==> src/design/kop_pkg.sv <==
`default_nettype none
package kop_pkg;

   localparam int PROB_W = 17;
   localparam int THR_W  = 5;

   localparam logic [PROB_W-1:0] ONE_Q16  = 17'h10000;
   localparam logic [PROB_W-1:0] ZERO_Q16 = 17'h00000;
   localparam logic [THR_W-1:0]  THRESHOLD_RESET = 5'd1;

   typedef enum logic {
      KOP_IDLE,
      KOP_UPDATE
   } kop_state_type;

   // control broadcast from the sequencer to every cell
   typedef struct packed {
      logic mul_en;
      logic commit;
      logic clear;
   } kop_ctrl_type;

endpackage
`default_nettype wire

==> src/design/kop_cell.sv <==
`default_nettype none
module kop_cell (
   input  wire                           clock,
   input  wire                           reset,
   input  wire kop_pkg::kop_ctrl_type    ctrl,
   input  wire [kop_pkg::PROB_W-1:0]     p,
   input  wire [kop_pkg::PROB_W-1:0]     q,
   input  wire [kop_pkg::PROB_W-1:0]     below,
   output logic [kop_pkg::PROB_W-1:0]    entry,
   output logic [kop_pkg::PROB_W-1:0]    entry_next
);

   logic [kop_pkg::PROB_W-1:0]   entry_ff, entry_in;
   logic [kop_pkg::PROB_W-1:0]   prod_a_ff, prod_a_in;
   logic [kop_pkg::PROB_W-1:0]   prod_b_ff, prod_b_in;
   logic [2*kop_pkg::PROB_W-1:0] full_a, full_b;
   logic [kop_pkg::PROB_W:0]     sum;

   // each product truncated on its own
   assign full_a    = p * below;
   assign full_b    = q * entry_ff;
   assign prod_a_in = full_a[kop_pkg::PROB_W+15:16];
   assign prod_b_in = full_b[kop_pkg::PROB_W+15:16];

   assign sum = {1'b0, prod_a_ff} + {1'b0, prod_b_ff};

   always_comb begin
      if (sum > {1'b0, kop_pkg::ONE_Q16}) begin
         entry_next = kop_pkg::ONE_Q16;
      end else begin
         entry_next = sum[kop_pkg::PROB_W-1:0];
      end
   end

   always_comb begin
      entry_in = entry_ff;
      if (ctrl.commit) begin
         entry_in = ctrl.clear ? kop_pkg::ZERO_Q16 : entry_next;
      end
   end

   always_ff @(posedge clock) begin
      if (reset) begin
         entry_ff <= kop_pkg::ZERO_Q16;
      end else begin
         entry_ff <= entry_in;
      end
   end

   always_ff @(posedge clock) begin
      if (ctrl.mul_en) begin
         prod_a_ff <= prod_a_in;
         prod_b_ff <= prod_b_in;
      end
   end

   assign entry = entry_ff;

endmodule
`default_nettype wire

==> config.mk <==
export PLATFORM = sky130hd
export DESIGN_NAME = kop_cell
export DESIGN_NICKNAME = d
export VERILOG_FILES = /design/src/design/kop_pkg.sv /design/src/design/kop_cell.sv
export SDC_FILE = /design/constraint.sdc
export NUM_CORES = 1
export LEC_CHECK = 0
export BUFFER_PORTS_ARGS = -buffer_cell sky130_fd_sc_hd__buf_2
export CAP_MARGIN = 20
export CORE_UTILIZATION = 60
export CTS_CLUSTER_DIAMETER = 200
export DETAILED_ROUTE_END_ITERATION = 7
export PLACE_DENSITY = 0.81
export SETUP_SLACK_MARGIN = 0.02
export SYNTH_ARGS = -nofsm -noshare
export SYNTH_HDL_FRONTEND = slang
export SYNTH_SLANG_ARGS = --single-unit
==> constraint.sdc <==
create_clock -name clock -period 9.1 [get_ports clock]
set_input_delay 0.455 -clock clock [delete_from_list [all_inputs] [get_ports clock]]
set_output_delay 0.455 -clock clock [all_outputs]
set_load 0.05 [all_outputs]
Word-level counts from Yosys, hierarchy flattened:

Cells that the tools add are included.

* $lt $le $gt $ge: 1
* multiply operators: 2
* add/sub/neg operators: 1
* muxes and demuxes: 2

Operator list (number)
* $mul 17x17->33: 2
* $mux 17: 2
* $add 17x17->18: 1
* $gt 18x17->1 const B: 1

* word-level logic and storage cells: 9
* output and inout bits: 34
* flip-flop bits (word level): 51
* input port bits: 56

Logic depth before layout (Yosys ltp):

* depth after elaboration: 4
* depth in mapped cells: 24
* mapped depth without buffers: 23

Worst setup path before layout:

Ideal clock, no wire load.

* path type: input port to flip-flop
* start: input port p[14] in the netlist's numbering
* end: register prod_a_ff[16] in the netlist's numbering (data pin)
* slack: 2772 ps
* data arrival time: 6068 ps
* stages on the path: 22
* library setup time: 260 ps
* required time: 8840 ps
* path buffers: 2
* cells stage by stage: clkbuf_1 clkbuf_1 nand2_1 fa_1 fa_1 fa_1 inv_1 fa_1 fa_1 inv_1 fa_1 inv_1 ha_1 a21o_1 a21o_1 a21oi_1 o31ai_1 a21o_1 a211o_2 or3_1 a31oi_2 xnor2_1

* word-level cells in the longest chain between the ends: 1

RTL lines
* start, declared: line kop_cell.sv:6 `input wire [kop_pkg::PROB_W-1:0] p,`
* $mul 17x17->33: line kop_cell.sv:20 `assign full_a = p * below;`
* net full_a, one bit: line kop_cell.sv:16 `logic [2*kop_pkg::PROB_W-1:0] full_a, full_b;`
* end signal, assigned: line kop_cell.sv:52 `prod_a_ff <= prod_a_in;`
* end, declared: line kop_cell.sv:14 `logic [kop_pkg::PROB_W-1:0] prod_a_ff, prod_a_in;`

The timed path passes the listed nets, and every way through them passes these cells.
A chain may end at the register's enable or synchronous reset.

Final worst setup path:

* start: register entry_ff, in the netlist entry[11]
* end: register prod_b_ff[13] in the netlist's numbering (data pin)

* word-level cells in the longest chain between the ends: 1

RTL lines
* start, declared: line kop_cell.sv:13 `logic [kop_pkg::PROB_W-1:0] entry_ff, entry_in;`
* start signal, assigned: line kop_cell.sv:44 `entry_ff <= kop_pkg::ZERO_Q16;`
* start signal, assigned: line kop_cell.sv:46 `entry_ff <= entry_in;`
* $mul 17x17->33: line kop_cell.sv:21 `assign full_b = q * entry_ff;`
* net full_b, one bit: line kop_cell.sv:16
* end signal, assigned: line kop_cell.sv:53 `prod_b_ff <= prod_b_in;`
* end, declared: line kop_cell.sv:15 `logic [kop_pkg::PROB_W-1:0] prod_b_ff, prod_b_in;`

The timed path passes the listed nets, and every way through them passes these cells.

==> flow_summary_export.csv <==
group,metric,value,unit
final_layout,final_common_cell,"inv_1",
floorplanning,core_area,32900,um^2
placed_design,dp_cells,2698,
global_routing,antenna_found_initial,0,
status,outcome,"finished clean",
power,peakVddDrop,386,uV
synthesis,ys_seq_elements,51,
worst_setup_path,cp.required,9140,ps
sta,fin_skew,9.21,ps
worst_setup_path,rr_startpoint,"entry[11]$_SDFFE_PP0P_",
global_routing,grt_pass1_wl,78600,um
worst_setup_path,rr_worst_depth,18,
detailed_routing,first_iter_violations,1119,
final_layout,syn_to_final_growth,4.35,%
sta,rsz0062_at_grt,"false",
worst_setup_path,r2r_end,"prod_b_ff[13]$_DFFE_PP_",
detailed_routing,drc,0,
power,leakage,0.0112,uW
min_path,min_path_type,"input port to register",
global_routing,grt_util_all_layers,0.291,
final_layout,drive_above_1_share,0.0504,
synthesis,ys_types,54,
synthesis,syn-cell-area,20200,um^2
power,power.share.clock,0.034,
job,maxCapViolCount,0,
floorplanning,die_area,34400,um^2
floorplanning,placementRows,66,
sta,finalSetupViolCount,0,
worst_setup_path,crit_path_max_fanout,19,
sta,fmax,150,MHz
synthesis,ys_warn_count,0,
final_layout,fin_nets,2983,
power,swShare,0.549,
power,powerDensity,311,nW/um^2
power,cell_internal_pwr,2960,uW
sta,hold_violations,0,
clocking,clk_pin_slew,70,ps
sta,worstMarginPinSlew,1050,ps
detailed_routing,postRouteAntennaNets,0,
detailed_routing,post_drt_wl_per_cell,17.2,um
sta,fin_setup_tns,0,ps
synthesis,synth_area_per_cell,9.00,um^2
synthesis,syn_nets,2966,
sta,period_needed,6650,ps
placed_design,io_buffers,89,
detailed_routing,vias,15100,
detailed_routing,drt-total-wl,46600,um
synthesis,synth_edf_count,34,
clocking,insertion_delay,300,ps
sta,relSlewSlack,0.300,
floorplanning,dieHeight,186,um
clocking,clock_sinks,51,
final_layout,final_cell_mix,"inv_1 (537), fa_1 (443), nand2_1 (372)",
power,pwr-share-seq,0.099,
floorplanning,die_w,186,um
clocking,clockBufferDepth,2,
clocking,post_cts_resized,0,
final_layout,n_fill_cell,2706,
placed_design,place_hpwl,38600,um
min_path,whs_path_depth,2,
synthesis,postSynthCellCount,2246,
worst_setup_path,crit_type,"register to register",
power,pwr-share-comb,0.867,
clocking,cts-htree-levels,2,
clocking,cts_buffers,5,
min_path,min_to,"entry[16]$_SDFFE_PP0P_",
worst_setup_path,worstSetupEndpointType,"register",
worst_setup_path,reg2reg_slack,2450,ps
placed_design,routabilityCongestion,0.928,
global_routing,grt_max_degree,35,
global_routing,grt_pass1_vias,16300,
power,p_sw,3600,uW
final_layout,multiInputGateArea,16500,um^2
sta,maxSlewViolCount,0,
sta,holdWs,357,ps
clocking,cts_root_buf,"clkbuf_16",
final_layout,seq_area,1360,um^2
global_routing,grt-ovfl-total,0,
detailed_routing,first_pass_iters,6,
clocking,cts_hold_buf,0,
floorplanning,io_pins,90,
min_path,hold_start,"reset",
clocking,cts_tree,"built",
synthesis,synth_flop_cell,"edfxtp_1",
synthesis,async_flop_share,0,
floorplanning,start_util,0.615,
final_layout,finalNonFillerCells,2707,
worst_setup_path,crit_arrival,6690,ps
worst_setup_path,cp-start-kind,"register",
clocking,post_cts_buffers,0,
sta,period_share,0.731,
synthesis,ys_seq_area_frac,0.0673,
detailed_routing,vias_per_cell,5.57,
==> worst max-delay path by stage <==
stage / startpoint / endpoint / cells after the start
after floorplan: p[14] / prod_a_ff[16]$_DFFE_PP_ / 22
final: entry[11]$_SDFFE_PP0P_ / prod_b_ff[13]$_DFFE_PP_ / 18
after CTS: entry[11]$_SDFFE_PP0P_ / prod_b_ff[13]$_DFFE_PP_ / 18
after global placement: p[10] / prod_a_ff[16]$_DFFE_PP_ / 20
after global routing: entry[11]$_SDFFE_PP0P_ / prod_b_ff[13]$_DFFE_PP_ / 18
after detailed placement: below[5] / prod_a_ff[16]$_DFFE_PP_ / 21
==> power by group through the flow <==
stage | Sequential [uW] | Combinational [uW] | Clock, uW
after floorplan | 622 | 4320 | 0
after global placement | 647 | 5460 | 0
after detailed placement | 648 | 5650 | 0
after CTS | 645 | 5720 | 226
after global routing | 660 | 6480 | 237
final | 651 | 5690 | 226
==> flip-flops by register name, indices dropped and copies added, names as in the netlist <==
signal and count:
prod_b_ff 17, prod_a_ff 17, entry 17
==> Yosys cell counts, types with 5 or more instances <==
master      n  area (um^2)
o21ai_0    23          115
o21a_1      9         67.6
nor3_1      5         25.0
nand2_1   372         1400
clkbuf_1   78          293
dfxtp_1    17          340
nor2_1     41          154
a21o_1     21          158
and2_1    239         1500
ha_1      221         2770
edfxtp_1   34         1020
o31ai_1     9         67.6
or3_1       5         31.3
xor2_1     18          158
inv_1     537         2020
nor2b_1     7         43.8
a21oi_1    44          220
o21bai_1    6         45.0
fa_1      443         8870
or2_2       5         31.3
nand3_1    11         55.1
and3_1      5         31.3
xnor2_1    34          298
==> kinds of logic (layout without fill, tap and decap cells) <==
| family | Yosys count | after routing | synth area share |
|---|---|---|---|
| and+or+nand+nor | 705 | 705 | 0.167 |
| xor gates and xnor gates | 52 | 52 | 0.0225 |
| DFF | 51 | 51 | 0.0673 |
| muxes | 2 | 2 | 0.00130 |
| AOI/OAI and AO/OA | 154 | 154 | 0.0513 |
| adders and majority gates | 664 | 664 | 0.576 |
| buffers and inverters | 618 | 636 | 0.115 |
| other | 0 | 1 | 0 |
==> stage by stage <==
stage | cell area, um^2 | util | total power (uW) | worst slack (ps)
finish | 21100 | 0.642 | 6570 | 2450
global route | 21100 | 0.642 | 7370 | 2120
CTS | 21100 | 0.642 | 6590 | 2440
detailed placement | 20900 | 0.636 | 6300 | 2510
global placement | 20900 | 0.636 | 6110 | 2640
floorplan | 20200 | - | 4940 | 2770
==> critical path, cell delays in order (launching register included) <==
cell and delay [ps]:
dfxtp_1 900, nand2_1 170, fa_1 570, inv_1 50
fa_1 570, fa_1 430, fa_1 460, fa_1 510
inv_1 50, fa_1 490, inv_1 50, ha_1 210
and2_1 180, a2111oi_0 530, o2111ai_1 250, a21oi_1 420
o31ai_1 180, a21oi_1 230, xnor2_1 120
==> metal layers <==
layer / track usage / vias up / routed length [um] / part of all wire
met1: 0.375 / 7623 / 18500 / 0.40
met3: 0.0458 / 128 / 3680 / 0.079
met4: 0.0944 / 0 / 1610 / 0.035
met2: 0.500 / 634 / 22800 / 0.49
li1: - / 6696 / - / -
met5: 0 / - / 0 / 0
==> final cells by class <==
| class | instances | share of cell area |
|---|---|---|
| multi-input combinational | 1577 | 0.783 |
| inverter | 538 | 0.0957 |
| sequential | 51 | 0.0645 |
| tap | 442 | 0.0262 |
| timing repair buffer | 90 | 0.0215 |
| clock buffer | 7 | 0.00830 |
| clock inverter | 1 | 0.000534 |
| antenna | 1 | 0.000119 |
(Power assumes the default switching activity.)
